File: src/hw/rtl/assert_macros.svh
// ----------------------------------------------------------------------------
// Assertion macros
// Shared concurrent assertion forms, clocked on clk with synchronous reset.
// ----------------------------------------------------------------------------
`ifndef ASSERT_MACROS_SVH
`define ASSERT_MACROS_SVH

// check an implication on every clock edge outside reset
`define ASSERT_CLK(label, prop, msg) \
  label: assert property (@(posedge clk) disable iff (!rst_n) (prop)) else $error(msg);

// check that a condition holds whenever the enable is high
`define ASSERT_WHEN(label, en, cond, msg) \
  label: assert property (@(posedge clk) disable iff (!rst_n) (en) |-> (cond)) else $error(msg);

`endif

File: src/hw/rtl/mlps_pkg.sv
// ----------------------------------------------------------------------------
// mlps_pkg
// Types and constants shared by the LED panel scanner modules.
// ----------------------------------------------------------------------------
package mlps_pkg;

  localparam int SLOT_COUNT  = 8;
  localparam int SLOT_W      = $clog2(SLOT_COUNT);
  localparam int COLUMN_DOTS = 24;
  localparam int OP_W        = 3;
  localparam int DIGIT_W     = 3;
  localparam int SEG_W       = 8;
  localparam int IND_W       = 4;
  localparam int COUNT_W     = 8;
  localparam int ENABLE_W    = 8;
  localparam int DOT_W       = 3 * SEG_W;
  localparam int BLINK_W     = 10;
  localparam int REPEAT_W    = 8;
  localparam int CFG_IDX_W   = 2;
  localparam int CFG_DATA_W  = 10;
  localparam int QUEUE_DEPTH = 2;
  localparam int QPTR_W      = $clog2(QUEUE_DEPTH);
  localparam int QCNT_W      = $clog2(QUEUE_DEPTH + 1);

  localparam logic [CFG_IDX_W-1:0] CFG_FAST_PERIOD   = 2'd0;
  localparam logic [CFG_IDX_W-1:0] CFG_SLOW_PERIOD   = 2'd1;
  localparam logic [CFG_IDX_W-1:0] CFG_REPEAT_PERIOD = 2'd2;

  localparam logic [BLINK_W-1:0]  FAST_RESET   = 10'd238;
  localparam logic [BLINK_W-1:0]  SLOW_RESET   = 10'd595;
  localparam logic [REPEAT_W-1:0] REPEAT_RESET = 8'd25;
  localparam logic [SEG_W-1:0]    SEG_RESET    = 8'hFF;

  localparam int IND_SLOT   = 6;
  localparam int COL_A_LOW  = 1;
  localparam int COL_A_MID  = 0;
  localparam int COL_A_HIGH = 4;
  localparam int COL_B_LOW  = 3;
  localparam int COL_B_MID  = 2;
  localparam int COL_B_HIGH = 5;

  typedef enum logic [OP_W-1:0] {
    OP_TICK   = 3'd0,
    OP_DIGIT  = 3'd1,
    OP_BLANK  = 3'd2,
    OP_IND_A  = 3'd3,
    OP_IND_B  = 3'd4,
    OP_COL_A  = 3'd5,
    OP_COL_B  = 3'd6,
    OP_UNUSED = 3'd7
  } op_t;

  typedef struct packed {
    op_t                op;
    logic [DIGIT_W-1:0] slot;
    logic [DOT_W-1:0]   data;
  } cmd_t;

endpackage

File: src/hw/rtl/multiplexed_led_panel_scanner.sv
// ----------------------------------------------------------------------------
// multiplexed_led_panel_scanner
// Scans an eight-slot multiplexed LED panel from a shadow and a display store.
//
//   channel  direction  handshake            words
//   in_      input      in_valid/in_ready    tick, digit, blank, indicator, column
//   out_     output     out_valid/out_ready  one per tick, none for writes
//   cfg_     input      cfg_we               blink and repeat periods
//
// One word per cycle unless stalled; a tick is queued, then enters the output register.
// The two-entry command queue sets the input stall: in_ready drops only when it is full.
// Writes drain from the queue while a result waits; a tick waits for the output register.
// Reset is synchronous; both stores come up as all segments lit.
// ----------------------------------------------------------------------------
module multiplexed_led_panel_scanner (
  input  logic                            clk,
  input  logic                            rst_n,
  input  logic                            cfg_we,
  input  logic [mlps_pkg::CFG_IDX_W-1:0]  cfg_index,
  input  logic [mlps_pkg::CFG_DATA_W-1:0] cfg_wdata,
  input  logic                            in_valid,
  output logic                            in_ready,
  input  logic [mlps_pkg::OP_W-1:0]       in_operation,
  input  logic [mlps_pkg::DIGIT_W-1:0]    in_digit_index,
  input  logic [mlps_pkg::SEG_W-1:0]      in_segment_bits,
  input  logic [mlps_pkg::IND_W-1:0]      in_indicator_bits,
  input  logic [mlps_pkg::COUNT_W-1:0]    in_dot_count,
  output logic                            out_valid,
  input  logic                            out_ready,
  output logic [mlps_pkg::ENABLE_W-1:0]   out_digit_enable,
  output logic [mlps_pkg::SEG_W-1:0]      out_segments_out,
  output logic                            out_scan_end,
  output logic                            out_repeat_event,
  output logic                            out_fast_toggle_event,
  output logic                            out_slow_toggle_event,
  output logic                            out_fast_level,
  output logic                            out_slow_level
);
  import mlps_pkg::*;

`include "assert_macros.svh"

  logic queue_full;
  logic push;
  cmd_t push_cmd;
  logic head_valid;
  cmd_t head_cmd;
  logic pop;

  mlps_front u_front (
    .in_valid          (in_valid),
    .in_ready          (in_ready),
    .in_operation      (in_operation),
    .in_digit_index    (in_digit_index),
    .in_segment_bits   (in_segment_bits),
    .in_indicator_bits (in_indicator_bits),
    .in_dot_count      (in_dot_count),
    .queue_full        (queue_full),
    .push              (push),
    .push_cmd          (push_cmd)
  );

  mlps_queue u_queue (
    .clk        (clk),
    .rst_n      (rst_n),
    .push       (push),
    .push_cmd   (push_cmd),
    .full       (queue_full),
    .head_valid (head_valid),
    .head_cmd   (head_cmd),
    .pop        (pop)
  );

  mlps_back u_back (
    .clk                   (clk),
    .rst_n                 (rst_n),
    .cfg_we                (cfg_we),
    .cfg_index             (cfg_index),
    .cfg_wdata             (cfg_wdata),
    .head_valid            (head_valid),
    .head_cmd              (head_cmd),
    .pop                   (pop),
    .out_valid             (out_valid),
    .out_ready             (out_ready),
    .out_digit_enable      (out_digit_enable),
    .out_segments_out      (out_segments_out),
    .out_scan_end          (out_scan_end),
    .out_repeat_event      (out_repeat_event),
    .out_fast_toggle_event (out_fast_toggle_event),
    .out_slow_toggle_event (out_slow_toggle_event),
    .out_fast_level        (out_fast_level),
    .out_slow_level        (out_slow_level)
  );

  `ASSERT_WHEN(a_blank_slot_dark, out_valid && out_scan_end, out_digit_enable == '0, "blank slot enabled")
  `ASSERT_WHEN(a_slot_onehot, out_valid && !out_scan_end, $onehot(out_digit_enable), "enable not one-hot")
  `ASSERT_WHEN(a_events_at_end, out_valid && !out_scan_end, !(out_repeat_event || out_fast_toggle_event || out_slow_toggle_event), "event off scan end")
  `ASSERT_CLK(a_pop_needs_head, pop |-> head_valid, "pop from empty queue")

endmodule

File: src/hw/rtl/mlps_front.sv
// ----------------------------------------------------------------------------
// mlps_front
// Accepts input words, drops unused codes and turns each word into a command.
// ----------------------------------------------------------------------------
module mlps_front (
  input  logic                          in_valid,
  output logic                          in_ready,
  input  logic [mlps_pkg::OP_W-1:0]     in_operation,
  input  logic [mlps_pkg::DIGIT_W-1:0]  in_digit_index,
  input  logic [mlps_pkg::SEG_W-1:0]    in_segment_bits,
  input  logic [mlps_pkg::IND_W-1:0]    in_indicator_bits,
  input  logic [mlps_pkg::COUNT_W-1:0]  in_dot_count,
  input  logic                          queue_full,
  output logic                          push,
  output mlps_pkg::cmd_t                push_cmd
);
  import mlps_pkg::*;

  op_t                op;
  logic [COUNT_W-1:0] lit;
  logic [DOT_W-1:0]   dots;

  assign op       = op_t'(in_operation);
  assign in_ready = !queue_full;
  assign push     = in_valid && !queue_full && (op != OP_UNUSED);

  always_comb begin
    lit = (in_dot_count > COUNT_W'(COLUMN_DOTS)) ? COUNT_W'(COLUMN_DOTS) : in_dot_count;
    for (int i = 0; i < DOT_W; i++) begin
      dots[i] = (COUNT_W'(i) < lit);
    end
  end

  always_comb begin
    push_cmd.op   = op;
    push_cmd.slot = in_digit_index;
    push_cmd.data = '0;
    unique case (op)
      OP_DIGIT:           push_cmd.data = DOT_W'(in_segment_bits);
      OP_IND_A, OP_IND_B: push_cmd.data = DOT_W'(in_indicator_bits);
      OP_COL_A, OP_COL_B: push_cmd.data = dots;
      default:            push_cmd.data = '0;
    endcase
  end

endmodule

File: src/hw/rtl/mlps_queue.sv
// ----------------------------------------------------------------------------
// mlps_queue
// Short command queue between the front and the back.
// ----------------------------------------------------------------------------
module mlps_queue (
  input  logic           clk,
  input  logic           rst_n,
  input  logic           push,
  input  mlps_pkg::cmd_t push_cmd,
  output logic           full,
  output logic           head_valid,
  output mlps_pkg::cmd_t head_cmd,
  input  logic           pop
);
  import mlps_pkg::*;

  cmd_t              mem_r [QUEUE_DEPTH];
  logic [QPTR_W-1:0] wr_ptr_r, wr_ptr_nxt;
  logic [QPTR_W-1:0] rd_ptr_r, rd_ptr_nxt;
  logic [QCNT_W-1:0] count_r, count_nxt;
  logic              do_pop;

  assign full       = (count_r == QCNT_W'(QUEUE_DEPTH));
  assign head_valid = (count_r != '0);
  assign head_cmd   = mem_r[rd_ptr_r];
  assign do_pop     = pop && head_valid;

  always_comb begin
    wr_ptr_nxt = wr_ptr_r;
    rd_ptr_nxt = rd_ptr_r;
    count_nxt  = count_r;
    if (push) begin
      wr_ptr_nxt = (wr_ptr_r == QPTR_W'(QUEUE_DEPTH - 1)) ? '0 : wr_ptr_r + 1'b1;
    end
    if (do_pop) begin
      rd_ptr_nxt = (rd_ptr_r == QPTR_W'(QUEUE_DEPTH - 1)) ? '0 : rd_ptr_r + 1'b1;
    end
    if (push && !do_pop) begin
      count_nxt = count_r + 1'b1;
    end else if (!push && do_pop) begin
      count_nxt = count_r - 1'b1;
    end
  end

  always_ff @(posedge clk) begin
    if (!rst_n) begin
      wr_ptr_r <= '0;
      rd_ptr_r <= '0;
      count_r  <= '0;
    end else begin
      wr_ptr_r <= wr_ptr_nxt;
      rd_ptr_r <= rd_ptr_nxt;
      count_r  <= count_nxt;
    end
  end

  always_ff @(posedge clk) begin
    if (push) begin
      mem_r[wr_ptr_r] <= push_cmd;
    end
  end

endmodule

File: src/hw/rtl/mlps_back.sv
// ----------------------------------------------------------------------------
// mlps_back
// Executes commands: shadow writes, scan ticks, blink counters, output word.
// ----------------------------------------------------------------------------
module mlps_back (
  input  logic                            clk,
  input  logic                            rst_n,
  input  logic                            cfg_we,
  input  logic [mlps_pkg::CFG_IDX_W-1:0]  cfg_index,
  input  logic [mlps_pkg::CFG_DATA_W-1:0] cfg_wdata,
  input  logic                            head_valid,
  input  mlps_pkg::cmd_t                  head_cmd,
  output logic                            pop,
  output logic                            out_valid,
  input  logic                            out_ready,
  output logic [mlps_pkg::ENABLE_W-1:0]   out_digit_enable,
  output logic [mlps_pkg::SEG_W-1:0]      out_segments_out,
  output logic                            out_scan_end,
  output logic                            out_repeat_event,
  output logic                            out_fast_toggle_event,
  output logic                            out_slow_toggle_event,
  output logic                            out_fast_level,
  output logic                            out_slow_level
);
  import mlps_pkg::*;

  logic [BLINK_W-1:0]  fast_period_r, slow_period_r;
  logic [REPEAT_W-1:0] repeat_period_r;

  logic [SLOT_W-1:0]   slot_r, slot_nxt;
  logic [SEG_W-1:0]    shadow_r [SLOT_COUNT];
  logic [SEG_W-1:0]    shadow_nxt [SLOT_COUNT];
  logic [SEG_W-1:0]    shown_r [SLOT_COUNT];
  logic [SEG_W-1:0]    shown_nxt [SLOT_COUNT];
  logic                pending_r, pending_nxt;
  logic [REPEAT_W-1:0] repeat_cnt_r, repeat_cnt_nxt;
  logic [BLINK_W-1:0]  fast_cnt_r, fast_cnt_nxt;
  logic [BLINK_W-1:0]  slow_cnt_r, slow_cnt_nxt;
  logic                fast_lvl_r, fast_lvl_nxt;
  logic                slow_lvl_r, slow_lvl_nxt;

  logic                out_valid_r, out_valid_nxt;
  logic [ENABLE_W-1:0] enable_r, enable_nxt;
  logic [SEG_W-1:0]    seg_r, seg_nxt;
  logic                end_r, end_nxt;
  logic                rep_ev_r, rep_ev_nxt;
  logic                fast_ev_r, fast_ev_nxt;
  logic                slow_ev_r, slow_ev_nxt;
  logic                fast_out_r, fast_out_nxt;
  logic                slow_out_r, slow_out_nxt;

  logic                last;
  logic                rep_hit, fast_hit, slow_hit;

  assign pop = head_valid && ((head_cmd.op != OP_TICK) || !out_valid_r || out_ready);

  assign last     = (slot_r == SLOT_W'(SLOT_COUNT - 1));
  assign rep_hit  = (repeat_cnt_r <= REPEAT_W'(1));
  assign fast_hit = (fast_cnt_r <= BLINK_W'(1));
  assign slow_hit = (slow_cnt_r <= BLINK_W'(1));

  always_comb begin
    slot_nxt       = slot_r;
    shadow_nxt     = shadow_r;
    shown_nxt      = shown_r;
    pending_nxt    = pending_r;
    repeat_cnt_nxt = repeat_cnt_r;
    fast_cnt_nxt   = fast_cnt_r;
    slow_cnt_nxt   = slow_cnt_r;
    fast_lvl_nxt   = fast_lvl_r;
    slow_lvl_nxt   = slow_lvl_r;
    out_valid_nxt  = out_valid_r && !out_ready;
    enable_nxt     = enable_r;
    seg_nxt        = seg_r;
    end_nxt        = end_r;
    rep_ev_nxt     = rep_ev_r;
    fast_ev_nxt    = fast_ev_r;
    slow_ev_nxt    = slow_ev_r;
    fast_out_nxt   = fast_out_r;
    slow_out_nxt   = slow_out_r;
    if (pop) begin
      unique case (head_cmd.op)
        OP_DIGIT: begin
          if (32'(head_cmd.slot) < SLOT_COUNT) begin
            shadow_nxt[SLOT_W'(head_cmd.slot)] = head_cmd.data[SEG_W-1:0];
            pending_nxt = 1'b1;
          end
        end
        OP_BLANK: begin
          for (int i = 0; i < SLOT_COUNT - 1; i++) begin
            shadow_nxt[i] = '0;
          end
          pending_nxt = 1'b1;
        end
        OP_IND_A: begin
          shadow_nxt[IND_SLOT] = {head_cmd.data[IND_W-1:0], shadow_r[IND_SLOT][IND_W-1:0]};
          pending_nxt = 1'b1;
        end
        OP_IND_B: begin
          shadow_nxt[IND_SLOT] = {shadow_r[IND_SLOT][SEG_W-1:IND_W], head_cmd.data[IND_W-1:0]};
          pending_nxt = 1'b1;
        end
        OP_COL_A: begin
          shadow_nxt[COL_A_LOW]  = head_cmd.data[SEG_W-1:0];
          shadow_nxt[COL_A_MID]  = head_cmd.data[2*SEG_W-1:SEG_W];
          shadow_nxt[COL_A_HIGH] = head_cmd.data[3*SEG_W-1:2*SEG_W];
          pending_nxt = 1'b1;
        end
        OP_COL_B: begin
          shadow_nxt[COL_B_LOW]  = head_cmd.data[SEG_W-1:0];
          shadow_nxt[COL_B_MID]  = head_cmd.data[2*SEG_W-1:SEG_W];
          shadow_nxt[COL_B_HIGH] = head_cmd.data[3*SEG_W-1:2*SEG_W];
          pending_nxt = 1'b1;
        end
        OP_TICK: begin
          out_valid_nxt = 1'b1;
          enable_nxt    = last ? '0 : (ENABLE_W'(1) << slot_r);
          seg_nxt       = shown_r[slot_r];
          end_nxt       = last;
          rep_ev_nxt    = last && rep_hit;
          fast_ev_nxt   = last && fast_hit;
          slow_ev_nxt   = last && slow_hit;
          if (last) begin
            repeat_cnt_nxt = rep_hit  ? repeat_period_r : repeat_cnt_r - 1'b1;
            fast_cnt_nxt   = fast_hit ? fast_period_r   : fast_cnt_r - 1'b1;
            slow_cnt_nxt   = slow_hit ? slow_period_r   : slow_cnt_r - 1'b1;
            fast_lvl_nxt   = fast_lvl_r ^ fast_hit;
            slow_lvl_nxt   = slow_lvl_r ^ slow_hit;
            if (pending_r) begin
              shown_nxt   = shadow_r;
              pending_nxt = 1'b0;
            end
            slot_nxt = '0;
          end else begin
            slot_nxt = slot_r + 1'b1;
          end
          fast_out_nxt = fast_lvl_nxt;
          slow_out_nxt = slow_lvl_nxt;
        end
        default: begin
        end
      endcase
    end
  end

  always_ff @(posedge clk) begin
    if (!rst_n) begin
      fast_period_r   <= FAST_RESET;
      slow_period_r   <= SLOW_RESET;
      repeat_period_r <= REPEAT_RESET;
    end else if (cfg_we) begin
      unique case (cfg_index)
        CFG_FAST_PERIOD:   fast_period_r   <= cfg_wdata[BLINK_W-1:0];
        CFG_SLOW_PERIOD:   slow_period_r   <= cfg_wdata[BLINK_W-1:0];
        CFG_REPEAT_PERIOD: repeat_period_r <= cfg_wdata[REPEAT_W-1:0];
        default: begin
        end
      endcase
    end
  end

  always_ff @(posedge clk) begin
    if (!rst_n) begin
      slot_r       <= '0;
      pending_r    <= 1'b1;
      repeat_cnt_r <= REPEAT_RESET;
      fast_cnt_r   <= FAST_RESET;
      slow_cnt_r   <= SLOW_RESET;
      fast_lvl_r   <= 1'b0;
      slow_lvl_r   <= 1'b0;
      out_valid_r  <= 1'b0;
      for (int i = 0; i < SLOT_COUNT; i++) begin
        shadow_r[i] <= SEG_RESET;
        shown_r[i]  <= SEG_RESET;
      end
    end else begin
      slot_r       <= slot_nxt;
      pending_r    <= pending_nxt;
      repeat_cnt_r <= repeat_cnt_nxt;
      fast_cnt_r   <= fast_cnt_nxt;
      slow_cnt_r   <= slow_cnt_nxt;
      fast_lvl_r   <= fast_lvl_nxt;
      slow_lvl_r   <= slow_lvl_nxt;
      out_valid_r  <= out_valid_nxt;
      shadow_r     <= shadow_nxt;
      shown_r      <= shown_nxt;
    end
  end

  always_ff @(posedge clk) begin
    enable_r   <= enable_nxt;
    seg_r      <= seg_nxt;
    end_r      <= end_nxt;
    rep_ev_r   <= rep_ev_nxt;
    fast_ev_r  <= fast_ev_nxt;
    slow_ev_r  <= slow_ev_nxt;
    fast_out_r <= fast_out_nxt;
    slow_out_r <= slow_out_nxt;
  end

  assign out_valid             = out_valid_r;
  assign out_digit_enable      = enable_r;
  assign out_segments_out      = seg_r;
  assign out_scan_end          = end_r;
  assign out_repeat_event      = rep_ev_r;
  assign out_fast_toggle_event = fast_ev_r;
  assign out_slow_toggle_event = slow_ev_r;
  assign out_fast_level        = fast_out_r;
  assign out_slow_level        = slow_out_r;

endmodule
File: config.mk
export PLATFORM = sky130hd
export DESIGN_NAME = multiplexed_led_panel_scanner
export DESIGN_NICKNAME = d
export VERILOG_FILES = /design/src/hw/rtl/mlps_pkg.sv /design/src/hw/rtl/multiplexed_led_panel_scanner.sv /design/src/hw/rtl/mlps_front.sv /design/src/hw/rtl/mlps_queue.sv /design/src/hw/rtl/mlps_back.sv
export VERILOG_INCLUDE_DIRS = /design/src /design/src/hw/rtl
export SDC_FILE = /design/constraint.sdc
export NUM_CORES = 1
export LEC_CHECK = 0
export BUFFER_PORTS_ARGS = -buffer_cell sky130_fd_sc_hd__buf_2
export CAP_MARGIN = 15
export CORE_MARGIN = 10
export CORE_UTILIZATION = 60
export DETAILED_ROUTE_END_ITERATION = 12
export PLACE_DENSITY = 0.78
export SLEW_MARGIN = 20
export SYNTH_ARGS = -nofsm -noshare
export SYNTH_HDL_FRONTEND = slang
export SYNTH_HIERARCHICAL = 1
export SYNTH_SLANG_ARGS = --single-unit
File: constraint.sdc
create_clock -name clk -period 4.95 [get_ports clk]
set_input_delay 0.7425 -clock clk [delete_from_list [all_inputs] [get_ports clk]]
set_output_delay 0.7425 -clock clk [all_outputs]
set_load 0.005 [all_outputs]
; ---- After elaboration in Yosys (flattened, before gate mapping)
; Memory sizes are Yosys's and may differ from the RTL's. A register that Yosys moved wholly into a read port is not among the register bits.
; Index checks and enable logic that the tools add are counted.
[op_classes]
bitwise_logic = 6
n_lt_le_gt_ge = 31
eq_ne = 17
reduce_logical = 43
shift = 1
mux = 31
add_sub_neg = 8
[op_table]
columns = cell, count
row1 = 16-bit case mux with 3 select lines, 2
row2 = 24-bit case mux with 3 select lines, 1
row3 = 64-bit bitwise mux, 1
row4 = "4-bit by 8-bit less-than comparator with 1-bit output, first input constant", 8
row5 = "5-bit by 8-bit less-than comparator with 1-bit output, first input constant", 8
row6 = 8-bit case mux with 3 select lines, 2
row7 = 8-bit 2-to-1 mux, 5
row8 = "3-bit by 8-bit less-than comparator with 1-bit output, first input constant", 4
row9 = 8-bit case mux with 4 select lines, 1
row10 = 8-bit binary-select mux with 3-bit select, 1
row11 = 8-bit demux with 3-bit select, 1
row12 = "3-bit == test, second input constant", 7
row13 = "10-bit by 1-bit <= comparator with 1-bit output, second input constant", 2
row14 = 10-bit 2-to-1 mux, 2
row15 = "10-bit by 1-bit subtractor with 10-bit output, second input constant", 2
row16 = "1-bit by 8-bit less-than comparator with 1-bit output, first input constant", 2
row17 = "2-bit by 8-bit less-than comparator with 1-bit output, first input constant", 2
row18 = 3-bit nonzero test, 5
row19 = 2-bit AND reduction, 7
row20 = 3-bit AND reduction, 4
row21 = 1-bit logical AND, 11
row22 = 1-bit 2-to-1 mux, 11
row23 = "3-bit by 2-bit == test with 1-bit output, second input constant", 3
row24 = "4-bit >= comparator, second input constant", 2
row25 = 28 further kinds, 43
[word_totals]
mem_count = 1
in_bits = 43
ff_bits = 217
out_inout_bits = 24
ramBits = 60
[mem_list]
columns = name, words, width, read_ports, rd_ports_with_merged_regs, wr, line_no
row1 = u_queue.mem_r, 2, 30, 1, 1, 1, mlps_queue.sv:17  ; cmd_t mem_r [QUEUE_DEPTH];

; ---- Longest topological paths before layout
[depth]
word_depth = 8
depth_mapped = 11

; ---- Hierarchy
; The synthesis kept the hierarchy.
[by_module_without_submodules]
columns = module, n_inst, cells_each, area_each_um2
row1 = mlps_back, 1, 1023, 9521.6
row2 = mlps_queue, 1, 115, 2374.8
row3 = mlps_front, 1, 92, 586.8

; ---- Worst setup path before layout
; Ideal clock, no wire load.
[synth_path]
path_type = input to register
start = input port in_operation[1] (netlist name)
end = memory u_queue/mem_r[0][0] (netlist name) (enable)
setup_ps = 422
cell_stages = 4
path_buffers = 1
t_arrival_ps = 2611
path_slack_ps = 1917
cell_sequence = buf_2 -> nand3_1 -> and3_1 -> nor2b_1
[synth_between]
elab_chain_cells = 4
[synth_lines]
columns = element, line_no
row1 = "start, declared", multiplexed_led_panel_scanner.sv:23  ; input logic [mlps_pkg::OP_W-1:0] in_operation,
row2 = 3-bit != test, mlps_front.sv:25  ; assign push = in_valid && !queue_full && (op != OP_UNUSED);
row3 = 1-bit logical AND, mlps_front.sv:25
row4 = net push, multiplexed_led_panel_scanner.sv:44  ; logic push;
row5 = 1-bit 2-to-1 mux, mlps_queue.sv:58  ; if (push) begin
row6 = 1-bit 2-to-1 mux (implied by the code), mlps_queue.sv:59  ; mem_r[wr_ptr_r] <= push_cmd;
row7 = "end, declared", mlps_queue.sv:17
; The timed path passes the listed nets, and every way through them passes these cells.

==> summary.md <==
| Metric | Value |
|---|---|
| Wire length on met1 | `13.8 mm` |
| Met3 routed WL | `2.12 mm` |
| Simple-gate share of the synthesized area | `18.6%` |
| Hold-fix buffers, CTS | `0` |
| Netlist cell types | `86` |
| XOR/XNOR Fraction of Synth Area | `0.421%` |
| Via Count | `9524` |
| IO Count | `67` |
| Core area | `20400 um^2` |
| Post-synth top area share | `31.4%` |
| GRT Util Overall | `21.5%` |
| Worst r2r dst | `u_back/slow_cnt_r[6]` |
| Slew Viols, Final | `0` |
| Yosys warning count | `6` |
| Worst R2R Path Depth | `6` |
| EDFF count, synth | `82` |
| Final count of negative-setup-slack endpoints | `0` |
| Final #Nets | `1293` |
| Clock insertion delay at the later pin of the skew report | `0.54 ns` |
| FF+latch count, synth | `278` |
| CP Class | `reg -> reg` |
| Final hold vios | `0` |
| GP Congestion | `0.870` |
| Global-route wire length before repair | `47.7 mm` |
| Worst-Margin Slew | `1.06 ns` |
| Clock Skew | `0.0116 ns` |
| Area Growth Syn to Fin | `11.3%` |
| Hold WS | `0.387 ns` |
| Wire per inst | `19.3 um` |
| Worst setup path endpoint | `u_back/slow_cnt_r[6]` |
| I/O Buffers | `66` |
| Synth Flop Type | `dfxtp_1` |
| Drt first pass iters | `6` |
| Synth Cell Area | `12500 um^2` |
| Post-synth top cells | `nand2_1 (207), dfxtp_1 (196), edfxtp_1 (82)` |
| TritonCTS clock tree | `yes` |
| Max Root-Sink Buffers | `3` |
| Syn_area_per_cell | `10.1 um^2` |
| Worst-path clk slew | `0.06 ns` |
| Worst hold-check path type | `in -> reg` |
| Post-Synthesis Cells | `1230` |
| Die area | `27000 um^2` |
| Starting density of the core | `61.3%` |
| Period utilization | `70.8%` |
| Routed WL | `29.5 mm` |
| N_diodes | `0` |
| Total power | `6.49 mW` |
| Post-synthesis mux area share | `8.73%` |
| Post-route ant nets | `0` |
| TNS Setup | `0 ns` |
| Critical-path maximum fanout | `28` |
| Area contributors post-synth | `dfxtp_1 (31%), edfxtp_1 (20%), nand2_1 (6.2%), mux2_2 (3.5%), nand3_1 (3.2%)` |
| DRC | `0` |
| Largest net degree at the start of global routing | `89` |
| Post-CTS sizing | `0` |
| Placed cell count | `1476` |
| Routed vias/inst | `6.22` |
| Largest family of logic cells by synthesized area | `simple AND/OR/NAND/NOR gates` |
| Status | `finished, final reports clean` |
| Initial DRC Count | `868` |
| Slew HR | `29.3%` |
| Detail Route met2 WL | `13.0 mm` |
| Reg2reg setup slack | `1.44 ns` |
| Total CTS buffers | `29` |
| Worst VDD drop | `0.000455 V` |
| Die height | `164 um` |
| Worst Path Required | `5.31 ns` |
| Power Density | `467 nW/um^2` |
| Worst setup EP type | `register` |
| Area share of fa/ha/maj cells after synthesis | `1.30%` |
| Layout Cells excl Fill | `1530` |
| Post-synthesis compound-gate area fraction | `15.2%` |
| Postcts setup bufs | `0` |
| Total clock sinks | `278` |
| Ys async rst share | `0%` |
| Die X | `164 um` |
| DP Wirelength | `19.1 mm` |
| CTS root buf | `clkbuf_16` |
| Fraction of layout cells with a size suffix above 1 | `17.6%` |
| Final Util | `68.2%` |
| Register area share after synthesis | `51.2%` |
| MaxCap Viol Count | `0` |
| Area leader, netlist | `dfxtp_1` |
| H-tree levels | `1` |
| Startpoint types | `register` |
| Peak Freq | `0.285 GHz` |
| Critical Path AT | `3.86 ns` |
| Fill cell count | `1524` |
| Syn_nets | `1286` |
| Crit path time final | `3.51 ns` |
| FP Rows | `52` |
| Initial antenna violation count | `0` |
| GRT overflow | `0` |
| Top layer in use | `met4` |
| Most frequent cell after synthesis | `nand2_1` |
| Vias in the first global route | `8933` |
| Leak | `5.25 nW` |
| RSZ-0062 raised after global routing | `false` |
-- how the worst min path moves through the flow --
| stage | start | endpoint | slack, ns | cells after the start |
|---|---|---|---|---|
| 3_3_place_gp | u_back/shadow_r[36] | u_back/shown_r[36] | 0.44 | 2 |
| 5_1_grt | in_digit_index[0] | u_queue/mem_r[1][24] | 0.38 | 1 |
| 4_1_cts | in_digit_index[0] | u_queue/mem_r[1][24] | 0.37 | 1 |
| 6_report | in_digit_index[1] | u_queue/mem_r[0][25] | 0.39 | 1 |
| 2_1_floorplan | u_back/slow_period_r[2] | u_back/slow_period_r[2] | 0.43 | 2 |
| 3_5_place_dp | u_back/shadow_r[18] | u_back/shown_r[18] | 0.45 | 2 |
-- logic make-up (layout without fill, tap and decap cells) --
| family | count (synthesis) | count (layout) |
|---|---|---|
| XOR/XNOR | 6 | 6 |
| AO/OA/AOI/OAI | 262 | 262 |
| flip-flops | 278 | 278 |
| buffers and inverters | 126 | 156 |
| adder cells (fa/ha/maj) | 13 | 13 |
| multiplexers | 84 | 84 |
| AND/OR/NAND/NOR | 461 | 461 |
-- state kept, by name, summed over array words and instances, names as in the netlist, 2 cells and up, named ones only --
name / cells
u_back/shadow_r: 64
u_back/shown_r: 64
u_queue/mem_r: 60
u_back/fast_cnt_r: 10
u_back/fast_period_r: 10
u_back/slow_cnt_r: 10
u_back/slow_period_r: 10
u_back/out_digit_enable: 8
u_back/out_segments_out: 8
u_back/repeat_cnt_r: 8
u_back/repeat_period_r: 8
u_back/slot_r: 3
u_queue/count_r: 2
-- cell usage in the layout (no fill, tap or decap), types with 7 or more instances in the layout --
| cell type | instances |
|---|---|
| a21oi_1 | 36 |
| a221o_1 | 10 |
| a22oi_1 | 36 |
| a2bb2oi_1 | 17 |
| a31oi_1 | 8 |
| a32oi_1 | 7 |
| and2_1 | 12 |
| buf_2 | 65 |
| buf_4 | 10 |
| bufinv_16 | 7 |
| clkbuf_16 | 31 |
| dfxtp_1 | 196 |
| edfxtp_1 | 82 |
| ha_1 | 13 |
| inv_1 | 25 |
| mux2_2 | 39 |
| mux2i_1 | 29 |
| mux4_2 | 16 |
| nand2_1 | 207 |
| nand2b_1 | 8 |
| nand3_1 | 81 |
| nand4_1 | 10 |
| nor2_1 | 38 |
| nor2b_1 | 12 |
| nor3_1 | 12 |
| nor4_1 | 10 |
| o211ai_1 | 17 |
| o21ai_0 | 44 |
| o311ai_0 | 23 |
| or2_2 | 7 |
| or3_1 | 8 |
-- routing by layer --
metal  track usage [%]  up-vias
met1              31.5     4517
met3              3.20       57
li1                  -     4557
met2              32.4      393
met4              5.52        0
met5                 0        -
-- critical path, stage by stage, from the launching register on --
cell      delay (ns)
dfxtp_1         0.47
buf_4           0.37
mux2_2          0.52
nor4b_4         0.55
nand3_2         0.59
o41ai_1         0.61
o311ai_0        0.20
-- report_power, final --
part | total, mW | leakage [nW] | internal, mW | switching (mW)
combinational | 1.28 | 2.37 | 0.461 | 0.823
sequential | 2.74 | 2.34 | 2.60 | 0.138
clock | 2.47 | 0.541 | 1.57 | 0.903
-- layout make-up --
type	count	area, um^2	area share (%)
well taps	270	338	2.43
clock buffers	39	846	6.09
multi-input cells	826	5550	40.0
inverters	27	101	0.729
flip-flops and latches	278	6390	46.0
clock inverters	15	273	1.96
repair buffers	75	400	2.88
-- per-stage QoR --
stage	setup slack, ns	cell area [um^2]
after global placement	1.71	12800
after CTS	1.52	13900
after detailed placement	1.57	12800
final	1.44	13900
after global routing	1.21	13900
after floorplan	1.92	12500
(Power assumes the default switching activity.)
